## config.mk

```make
export PLATFORM = sky130hd
export DESIGN_NAME = stable_priority_queue_top
export DESIGN_NICKNAME = d
export VERILOG_FILES = /design/src/sv/spq_pkg.sv /design/src/sv/stable_priority_queue_top.sv /design/src/sv/spq_ctrl.sv /design/src/sv/spq_dp.sv
export SDC_FILE = /design/constraint.sdc
export NUM_CORES = 1
export LEC_CHECK = 0
export BUFFER_PORTS_ARGS = -buffer_cell sky130_fd_sc_hd__buf_2
export CAP_MARGIN = 20
export CORE_MARGIN = 3
export CORE_UTILIZATION = 31
export DETAILED_ROUTE_END_ITERATION = 7
export GPL_TIMING_DRIVEN = 0
export HOLD_SLACK_MARGIN = 0.12
export PLACE_DENSITY = 0.52
export SLEW_MARGIN = 10
export SYNTH_ARGS = -nofsm -noshare
export SYNTH_HDL_FRONTEND = slang
export SYNTH_HIERARCHICAL = 1
export SYNTH_SLANG_ARGS = --single-unit
```

## constraint.sdc

```tcl
create_clock -name clk -period 8.8 [get_ports clk]
set_clock_uncertainty 0.05 [all_clocks]
set_input_delay 0.44 -clock clk [delete_from_list [all_inputs] [get_ports clk]]
set_output_delay 0.44 -clock clk [all_outputs]
set_load 0.01 [all_outputs]
```

## src/sv/spq_pkg.sv

```systemverilog
// ----------------------------------------------------------------------------
// spq_pkg
// Shared types and codes for the stable priority queue: request and result
// items, controller state, and controller to datapath command and status.
// ----------------------------------------------------------------------------
package spq_pkg;

  localparam int DATA_W = 8;
  localparam int PRIO_W = 8;
  localparam int OCC_W  = 5;
  localparam int STAT_W = 2;

  localparam logic OP_ENQUEUE = 1'b0;
  localparam logic OP_DEQUEUE = 1'b1;

  localparam logic [STAT_W-1:0] STAT_ENQUEUED    = 2'd0;
  localparam logic [STAT_W-1:0] STAT_DEQUEUED    = 2'd1;
  localparam logic [STAT_W-1:0] STAT_EMPTY       = 2'd2;
  localparam logic [STAT_W-1:0] STAT_FULL_REFUSE = 2'd3;

  typedef struct packed {
    logic              operation;
    logic [DATA_W-1:0] item_data;
    logic [PRIO_W-1:0] item_priority;
  } in_item_t;

  typedef struct packed {
    logic [STAT_W-1:0] status;
    logic [DATA_W-1:0] out_data;
    logic [PRIO_W-1:0] out_priority;
    logic [OCC_W-1:0]  occupancy;
  } out_item_t;

  typedef enum logic {
    ST_IDLE,
    ST_REPLY
  } ctl_state_t;

  typedef struct packed {
    logic              insert;
    logic              remove;
    logic              respond;
    logic [STAT_W-1:0] status;
  } dp_cmd_t;

  typedef struct packed {
    logic full;
    logic empty;
  } dp_status_t;

endpackage

```

## src/sv/stable_priority_queue_top.sv

```systemverilog
// ----------------------------------------------------------------------------
// stable_priority_queue_top
// Bounded priority queue, lowest priority value first, ties in arrival order.
// ----------------------------------------------------------------------------
// A request is taken on any clock edge with start high; busy never rises, so
// one request per cycle is sustained. Each request is finished in the cycle it
// is taken by a row of shift cells that compare the new priority in parallel,
// and its single result appears on out_item with out_valid high for exactly
// the next cycle. The receiver must take it then. Full enqueues and empty
// dequeues leave the queue unchanged and report their status. Cells hold no
// reset; only the entry count and the result strobe are cleared.
// ----------------------------------------------------------------------------
module stable_priority_queue_top #(
  parameter int CAPACITY = 16
) (
  input  logic               clk,
  input  logic               rst_n,
  input  logic               start,
  output logic               busy,
  input  spq_pkg::in_item_t  in_item,
  output logic               out_valid,
  output spq_pkg::out_item_t out_item
);

  spq_pkg::dp_cmd_t    dp_cmd;
  spq_pkg::dp_status_t dp_status;
  logic                accept;

  assign busy   = 1'b0;
  assign accept = start && !busy;

  spq_ctrl u_ctrl (
    .clk       (clk),
    .rst_n     (rst_n),
    .accept    (accept),
    .operation (in_item.operation),
    .dp_status (dp_status),
    .dp_cmd    (dp_cmd),
    .out_valid (out_valid)
  );

  spq_dp #(
    .CAPACITY (CAPACITY)
  ) u_dp (
    .clk       (clk),
    .rst_n     (rst_n),
    .dp_cmd    (dp_cmd),
    .in_item   (in_item),
    .dp_status (dp_status),
    .out_item  (out_item)
  );

endmodule

```

## src/sv/spq_ctrl.sv

```systemverilog
// ----------------------------------------------------------------------------
// spq_ctrl
// Controller: decodes an accepted request against the queue status into a
// datapath command and marks the cycle in which the result is shown.
// ----------------------------------------------------------------------------
module spq_ctrl (
  input  logic                clk,
  input  logic                rst_n,
  input  logic                accept,
  input  logic                operation,
  input  spq_pkg::dp_status_t dp_status,
  output spq_pkg::dp_cmd_t    dp_cmd,
  output logic                out_valid
);

  spq_pkg::ctl_state_t state_r;
  spq_pkg::ctl_state_t state_nxt;

  always_ff @(posedge clk) begin
    if (!rst_n) begin
      state_r <= spq_pkg::ST_IDLE;
    end else begin
      state_r <= state_nxt;
    end
  end

  always_comb begin
    state_nxt = accept ? spq_pkg::ST_REPLY : spq_pkg::ST_IDLE;
  end

  always_comb begin
    out_valid      = (state_r == spq_pkg::ST_REPLY);
    dp_cmd.insert  = 1'b0;
    dp_cmd.remove  = 1'b0;
    dp_cmd.respond = accept;
    dp_cmd.status  = spq_pkg::STAT_ENQUEUED;
    if (operation == spq_pkg::OP_ENQUEUE) begin
      if (dp_status.full) begin
        dp_cmd.status = spq_pkg::STAT_FULL_REFUSE;
      end else begin
        dp_cmd.insert = accept;
        dp_cmd.status = spq_pkg::STAT_ENQUEUED;
      end
    end else begin
      if (dp_status.empty) begin
        dp_cmd.status = spq_pkg::STAT_EMPTY;
      end else begin
        dp_cmd.remove = accept;
        dp_cmd.status = spq_pkg::STAT_DEQUEUED;
      end
    end
  end

  a_reply_after_accept: assert property (@(posedge clk) disable iff (!rst_n)
    accept |=> out_valid)
    else $error("no result after accepted transfer");

  a_no_reply_unasked: assert property (@(posedge clk) disable iff (!rst_n)
    !accept |=> !out_valid)
    else $error("result without accepted transfer");

endmodule

```

## src/sv/spq_dp.sv

```systemverilog
// ----------------------------------------------------------------------------
// spq_dp
// Datapath: a row of sorted shift cells with an entry count. Every cell
// compares the new priority in parallel and inserts, shifts or holds; the
// result item is registered.
// ----------------------------------------------------------------------------
module spq_dp #(
  parameter int CAPACITY = 16
) (
  input  logic                clk,
  input  logic                rst_n,
  input  spq_pkg::dp_cmd_t    dp_cmd,
  input  spq_pkg::in_item_t   in_item,
  output spq_pkg::dp_status_t dp_status,
  output spq_pkg::out_item_t  out_item
);

  localparam int CNT_W  = $clog2(CAPACITY + 1);
  localparam int DATA_W = spq_pkg::DATA_W;
  localparam int PRIO_W = spq_pkg::PRIO_W;
  localparam int OCC_W  = spq_pkg::OCC_W;

  logic [PRIO_W-1:0] prio_r   [CAPACITY];
  logic [DATA_W-1:0] data_r   [CAPACITY];
  logic [PRIO_W-1:0] prio_nxt [CAPACITY];
  logic [DATA_W-1:0] data_nxt [CAPACITY];
  logic [CNT_W-1:0]  count_r;
  logic [CNT_W-1:0]  count_nxt;
  logic [CAPACITY-1:0] gt;
  logic [CAPACITY-1:0] at_end;
  logic [CAPACITY-1:0] prev_gt;
  logic [OCC_W+CNT_W-1:0] occ_wide;
  spq_pkg::out_item_t out_item_r;

  assign dp_status.full  = (count_r == CNT_W'(CAPACITY));
  assign dp_status.empty = (count_r == '0);

  for (genvar i = 0; i < CAPACITY; i++) begin : g_cell
    logic [PRIO_W-1:0] up_prio;
    logic [DATA_W-1:0] up_data;
    logic [PRIO_W-1:0] dn_prio;
    logic [DATA_W-1:0] dn_data;

    assign gt[i]     = (CNT_W'(i) < count_r) && (prio_r[i] > in_item.item_priority);
    assign at_end[i] = (CNT_W'(i) == count_r);

    if (i == 0) begin : g_first
      assign prev_gt[i] = 1'b0;
      assign up_prio    = prio_r[i];
      assign up_data    = data_r[i];
    end else begin : g_rest
      assign prev_gt[i] = gt[i-1];
      assign up_prio    = prio_r[i-1];
      assign up_data    = data_r[i-1];
    end

    if (i == CAPACITY - 1) begin : g_last
      assign dn_prio = prio_r[i];
      assign dn_data = data_r[i];
    end else begin : g_inner
      assign dn_prio = prio_r[i+1];
      assign dn_data = data_r[i+1];
    end

    always_comb begin
      prio_nxt[i] = prio_r[i];
      data_nxt[i] = data_r[i];
      if (dp_cmd.insert) begin
        if (prev_gt[i]) begin
          prio_nxt[i] = up_prio;
          data_nxt[i] = up_data;
        end else if (gt[i] || at_end[i]) begin
          prio_nxt[i] = in_item.item_priority;
          data_nxt[i] = in_item.item_data;
        end
      end else if (dp_cmd.remove) begin
        prio_nxt[i] = dn_prio;
        data_nxt[i] = dn_data;
      end
    end

    always_ff @(posedge clk) begin
      prio_r[i] <= prio_nxt[i];
      data_r[i] <= data_nxt[i];
    end
  end

  always_comb begin
    count_nxt = count_r;
    if (dp_cmd.insert) begin
      count_nxt = count_r + CNT_W'(1);
    end else if (dp_cmd.remove) begin
      count_nxt = count_r - CNT_W'(1);
    end
  end

  always_ff @(posedge clk) begin
    if (!rst_n) begin
      count_r <= '0;
    end else begin
      count_r <= count_nxt;
    end
  end

  // occupancy is the count after the step, masked to the field width
  assign occ_wide = {{OCC_W{1'b0}}, count_nxt};

  always_ff @(posedge clk) begin
    if (dp_cmd.respond) begin
      out_item_r.status       <= dp_cmd.status;
      out_item_r.out_data     <= dp_cmd.remove ? data_r[0] : '0;
      out_item_r.out_priority <= dp_cmd.remove ? prio_r[0] : '0;
      out_item_r.occupancy    <= occ_wide[OCC_W-1:0];
    end
  end

  assign out_item = out_item_r;

  a_count_range: assert property (@(posedge clk) disable iff (!rst_n)
    count_r <= CNT_W'(CAPACITY))
    else $error("entry count above capacity");

  a_single_op: assert property (@(posedge clk) disable iff (!rst_n)
    !(dp_cmd.insert && dp_cmd.remove))
    else $error("insert and remove in one cycle");

  a_insert_grows: assert property (@(posedge clk) disable iff (!rst_n)
    dp_cmd.insert |=> count_r == $past(count_r) + CNT_W'(1))
    else $error("insert did not grow the queue");

  a_head_sorted: assert property (@(posedge clk) disable iff (!rst_n)
    count_r >= CNT_W'(2) |-> prio_r[0] <= prio_r[1])
    else $error("head cells out of order");

endmodule

```

== Word level (Yosys, flattened, before mapping) ==
Memories as Yosys holds them, arrays and structs flattened.
Cells that the tools add are included.
Storage, ports and cells
  register bits after elaboration: 29
  RAM bits: 256
  memories kept: 2
Operators by class
  add/sub/neg operators: 2
  magnitude comparators: 32
  equal/unequal tests: 16
  mux-type cells: 134
  reduce and logical (&&, ||, !) cells: 33
Memories
  u_dp.data_r: words 16, width 8, read ports 16, clocked after memory_dff 0, write ports 16, RTL line spq_dp.sv:24  | logic [DATA_W-1:0] data_r [CAPACITY];
  u_dp.prio_r: words 16, width 8, read ports 16, clocked after memory_dff 0, write ports 16, RTL line spq_dp.sv:23  | logic [PRIO_W-1:0] prio_r [CAPACITY];
Operator list (count)
  $mux W8: 124
  $gt A8 B8 Y1: 16
  $eq A4 B5 Y1 const A: 8
  $lt A4 B5 Y1 const A: 8
  $eq A3 B5 Y1 const A: 4
  $lt A3 B5 Y1 const A: 4
  $logic_and A1 B1 Y1: 16
  $logic_or A1 B1 Y1: 16
  $eq A2 B5 Y1 const A: 2
  $lt A1 B5 Y1 const A: 2
  $lt A2 B5 Y1 const A: 2
  $mux W5: 2
  $mux W2: 3
  $add A5 B1 Y5 const B: 1
  $eq A1 B5 Y1 const A: 1
  $eq A5 B5 Y1 const B: 1
  $logic_not A5 Y1: 1
  $mux W1: 5
  $sub A5 B1 Y5 const B: 1

== Logic depth before layout (Yosys ltp) ==
An unclocked memory read counts as a cell.
  depth after elaboration: 7
  mapped depth: 12
  mapped depth without buffers: 10

== Modules after synthesis ==
The synthesis kept the hierarchy.
Modules (own cells, without submodules)
  spq_dp: times used 1, cells an instance 1805, area an instance 18061.1 sq um
  spq_ctrl: times used 1, cells an instance 9, area an instance 71.3 sq um
  stable_priority_queue_top: times used 1, cells an instance 2, area an instance 11.3 sq um

== Least setup slack after synthesis ==
OpenSTA, ideal clock, no wires.
  path kind: input to register
  from: input in_item[1] (netlist bit)
  to: memory u_dp.data_r[2][0], in the netlist u_dp/data_r[0][16], enable pin
  setup time: 399 ps
  data arrival time: 3197 ps
  data required time: 8351 ps
  setup slack: 5154 ps
  stages: 9
  path buffers: 2
  path through: clkbuf_1 inv_1 ha_1 nor2b_1 o211ai_1 a21oi_1 o21ai_4 buf_6 a41oi_1
RTL lines
  start: declaration: RTL line stable_priority_queue_top.sv:20  | input spq_pkg::in_item_t in_item,
  end: declaration: RTL line spq_dp.sv:24

==> results.tsv <==
stage	metric	value	unit
run_status	status	finished, final reports clean	
layout	area delta synth->final	15.7	%
worst_setup_path	Crit. End Element	register	
clocking	Clk Latency, worst-skew pair	0.55	ns
sta	post-route setup TNS	0	ns
global_routing	vias in the first global route	15700	
global_routing	final global-route overflow total	0	
sta	RSZ-0062 raised after global routing	no	
worst_setup_path	dominant delay contributor by cell family on the critical path	buffers and inverters	
clocking	clock root cell	clkbuf_16	
sta	Final Cycle Share	51.2	%
clocking	CTS Buf Count	35	
power	static leakage	7.67	nW
worst_setup_path	Reg-to-Reg Start	u_dp/count_r[1]	
sta	final worst path period need	4.51	ns
sta	Worst Tran Pin Value	1.23	ns
synthesis	synthesized instance count	1816	
power	Power Density	217	nW/um^2
layout	share of cells above drive strength 1	10.2	%
sta	relative slew slack	17.9	%
floorplan	die area	61500	sq um
flow_run	Max-Cap Viols	0	
synthesis	FFs w/ async S/R, synth	0	%
worst_setup_path	reg2reg setup slack	4.39	ns
layout	nets@finish	2078	
min_path	Hold EP	u_ctrl/out_valid	
placement	placed cell count	2651	
worst_setup_path	Crit-path slowest cell	clkbuf_1	
worst_setup_path	critical path arrival	4.76	ns
layout	fin util	36.3	%
clocking	CTS max path bufs	3	
sta	count of pins over their slew limit	0	
min_path	min-delay worst type	in2reg	
synthesis	cell taking the most area after synthesis	edfxtp_1	
synthesis	Syn Area/Cell	9.99	sq um
synthesis	largest cells by area after synthesis	edfxtp_1 (46%), ha_1 (9.2%), o21ai_0 (4.3%)	
worst_setup_path	CP Class	in2reg	
detailed_routing	drt pass-1 iters	6	
worst_setup_path	Critical Path Source Type	input pin	
power	Overall Power	0.00455	W
min_path	min-delay src	rst_n	
synthesis	Main synth FF type	edfxtp_1	
synthesis	Post-synth EDFFs	279	
detailed_routing	DR vias	16300	
layout	Finished Layout Cells	2715	
floorplan	DIE WIDTH	248	um
synthesis	Netlist cell types	66	
worst_setup_path	worst path buffer plus inverter count	6	
floorplan	io pins	45	
worst_setup_path	CP required	9.05	ns
global_routing	pin count of the biggest net entering global routing	24	
detailed_routing	Post-DRT Antenna Nets	0	
detailed_routing	DRT iter0 DRCs	1860	
synthesis	top cells by count, synth	edfxtp_1 (279), o21ai_0 (156), nor2_1 (145)	
clocking	H-tree Lvls	2	
detailed_routing	vias per inst	5.99	
floorplan	core area	57800	sq um
floorplan	Die H	248	um
floorplan	starting density of the core	31.4	%
synthesis	synthesized area	18100	sq um
synthesis	post-synthesis sequential area ratio	46.8	%
global_routing	initial antenna violation count	1	
worst_setup_path	Reg2Reg Depth	11	
synthesis	top-area cell type share of the netlist area	46.2	%
min_path	Hold Path Cell Cnt	2	
worst_setup_path	Critical Path Max Stage Delay	0.88	ns
detailed_routing	drt total wl	73600	um
worst_setup_path	CP max FO	13	
placement	DP HPWL	55900	um
floorplan	row count	88	
clocking	Clk pin slew, worst setup/hold paths	0.06	ns
layout	FF+latch area	8500	sq um
worst_setup_path	FF-to-FF End	u_dp/prio_r[0][46]	
global_routing	gr usage total	23.6	%
sta	Final setup viols	0	
sta	f_max	0.222	GHz
placement	Port Buffers	43	
synthesis	count leader, synth	edfxtp_1	
detailed_routing	WL/cell	27.1	um
power	Peak VDD IR	0.111	mV
placement	GP Congestion	0.884	
worst_setup_path	CP dominant cell by count	buf_2	
global_routing	first-pass GRT wire length	106000	um
synthesis	Syn Nets	1969	
synthesis	synth warn	6	
clocking	CTS sink count	285	
layout	fillers	5859	
worst_setup_path	worst-path cell chain	buf_2 > clkbuf_1 > inv_1 > buf_16 > ha_1 > and4_1 > o311ai_2 > or2_1 > buf_2 > a41oi_2 > buf_6	
detailed_routing	Remaining DRCs	0	
clocking	CTS tree	built	
layout	multi-input logic area	8640	sq um
sta	final count of hold timing violations	0	
synthesis	Synth Register Bits	285	
[worst max path at each step]
stage	cells past startpoint	from	endpoint
after global placement	9	in_item[3]	u_dp/data_r[0][20]
final	11	in_item[6]	u_dp/data_r[1][14]
after global routing	11	in_item[6]	u_dp/data_r[1][10]
after detailed placement	11	in_item[4]	u_dp/data_r[1][13]
after floorplan	9	in_item[1]	u_dp/data_r[0][16]
after CTS	11	in_item[4]	u_dp/data_r[1][13]
[stage by stage]
stage	worst slack, ns	hold WS [ns]	area [sq um]
after floorplan	5.15	0.479	18100
after global routing	4.33	0.154	21000
final	4.29	0.167	21000
after detailed placement	3.75	0.498	19900
after CTS	4.34	0.131	21000
after global placement	2.27	0.494	19300
[logic make-up after synthesis]
logic type / synth area share [%]
xor+xnor: 0.193
buf+inv: 6.14
simple gates: 12.7
fa+ha+maj: 9.17
flops: 46.8
mux: 1.08
other cells: 0.0207
compound gates: 23.9
[where the power goes]
| group | switching, W | internal [W] |
|---|---|---|
| Sequential | 0.000149 | 0.00176 |
| Combinational | 0.000822 | 0.000383 |
| Clock | 0.000605 | 0.000837 |
| Total | 0.00158 | 0.00298 |
[layout make-up]
cell class	count	share of cell area, %
Multi-Input combinational cell	1257	41.2
Sequential cell	285	40.5
Clock buffer	49	4.86
Tap cell	765	4.56
Buffer	157	3.21
Timing Repair Buffer	72	3.19
Inverter	117	2.09
Clock inverter	12	0.417
Antenna cell	1	0.0119
[flip-flops by register name, indices dropped and copies added, names as in the netlist]
register and count:
u_dp/prio_r 128, u_dp/data_r 128, u_dp/count_r 5, u_ctrl/out_valid 1, u_dp/out_item 23
[layer usage]
metal / wire length [um] / track usage [%] / up-vias
li1: - / - / 7262
met1: 30300 / 30.9 / 7987
met2: 32200 / 36.5 / 867
met3: 7130 / 5.60 / 152
met4: 4050 / 11.9 / 0
met5: 0 / 0 / -
[placed cells by master, fill, tap and decap left out, drive strengths merged, types with 2 or more instances in the layout]
cell type	count
and3b	6
o21ai	168
clkinvlp	2
and3	3
nor2	146
mux2	17
a31oi	124
nor3	2
o221ai	89
edfxtp	279
clkbuf	162
a22oi	6
and4	21
nor2b	35
o2111ai	15
inv	117
a21o	4
nand4bb	2
a221oi	2
o31a	8
nand2	91
and2	33
nand4	61
o2111a	16
or2	2
o31ai	7
nand3	41
ha	133
a21oi	126
nand3b	6
a311o	16
clkinv	9
dfxtp	6
o21bai	21
a211oi	11
xnor2	3
a41oi	14
buf	115
o211ai	14
[timing repair]
item / CTS / global route
gates resized for setup: 0 / 0
hold endpoints to repair: 1 / 0
buffers inserted: 0 / 0
hold buffers: 1 / 0
No activity file was read; power rests on OpenSTA's default activity.
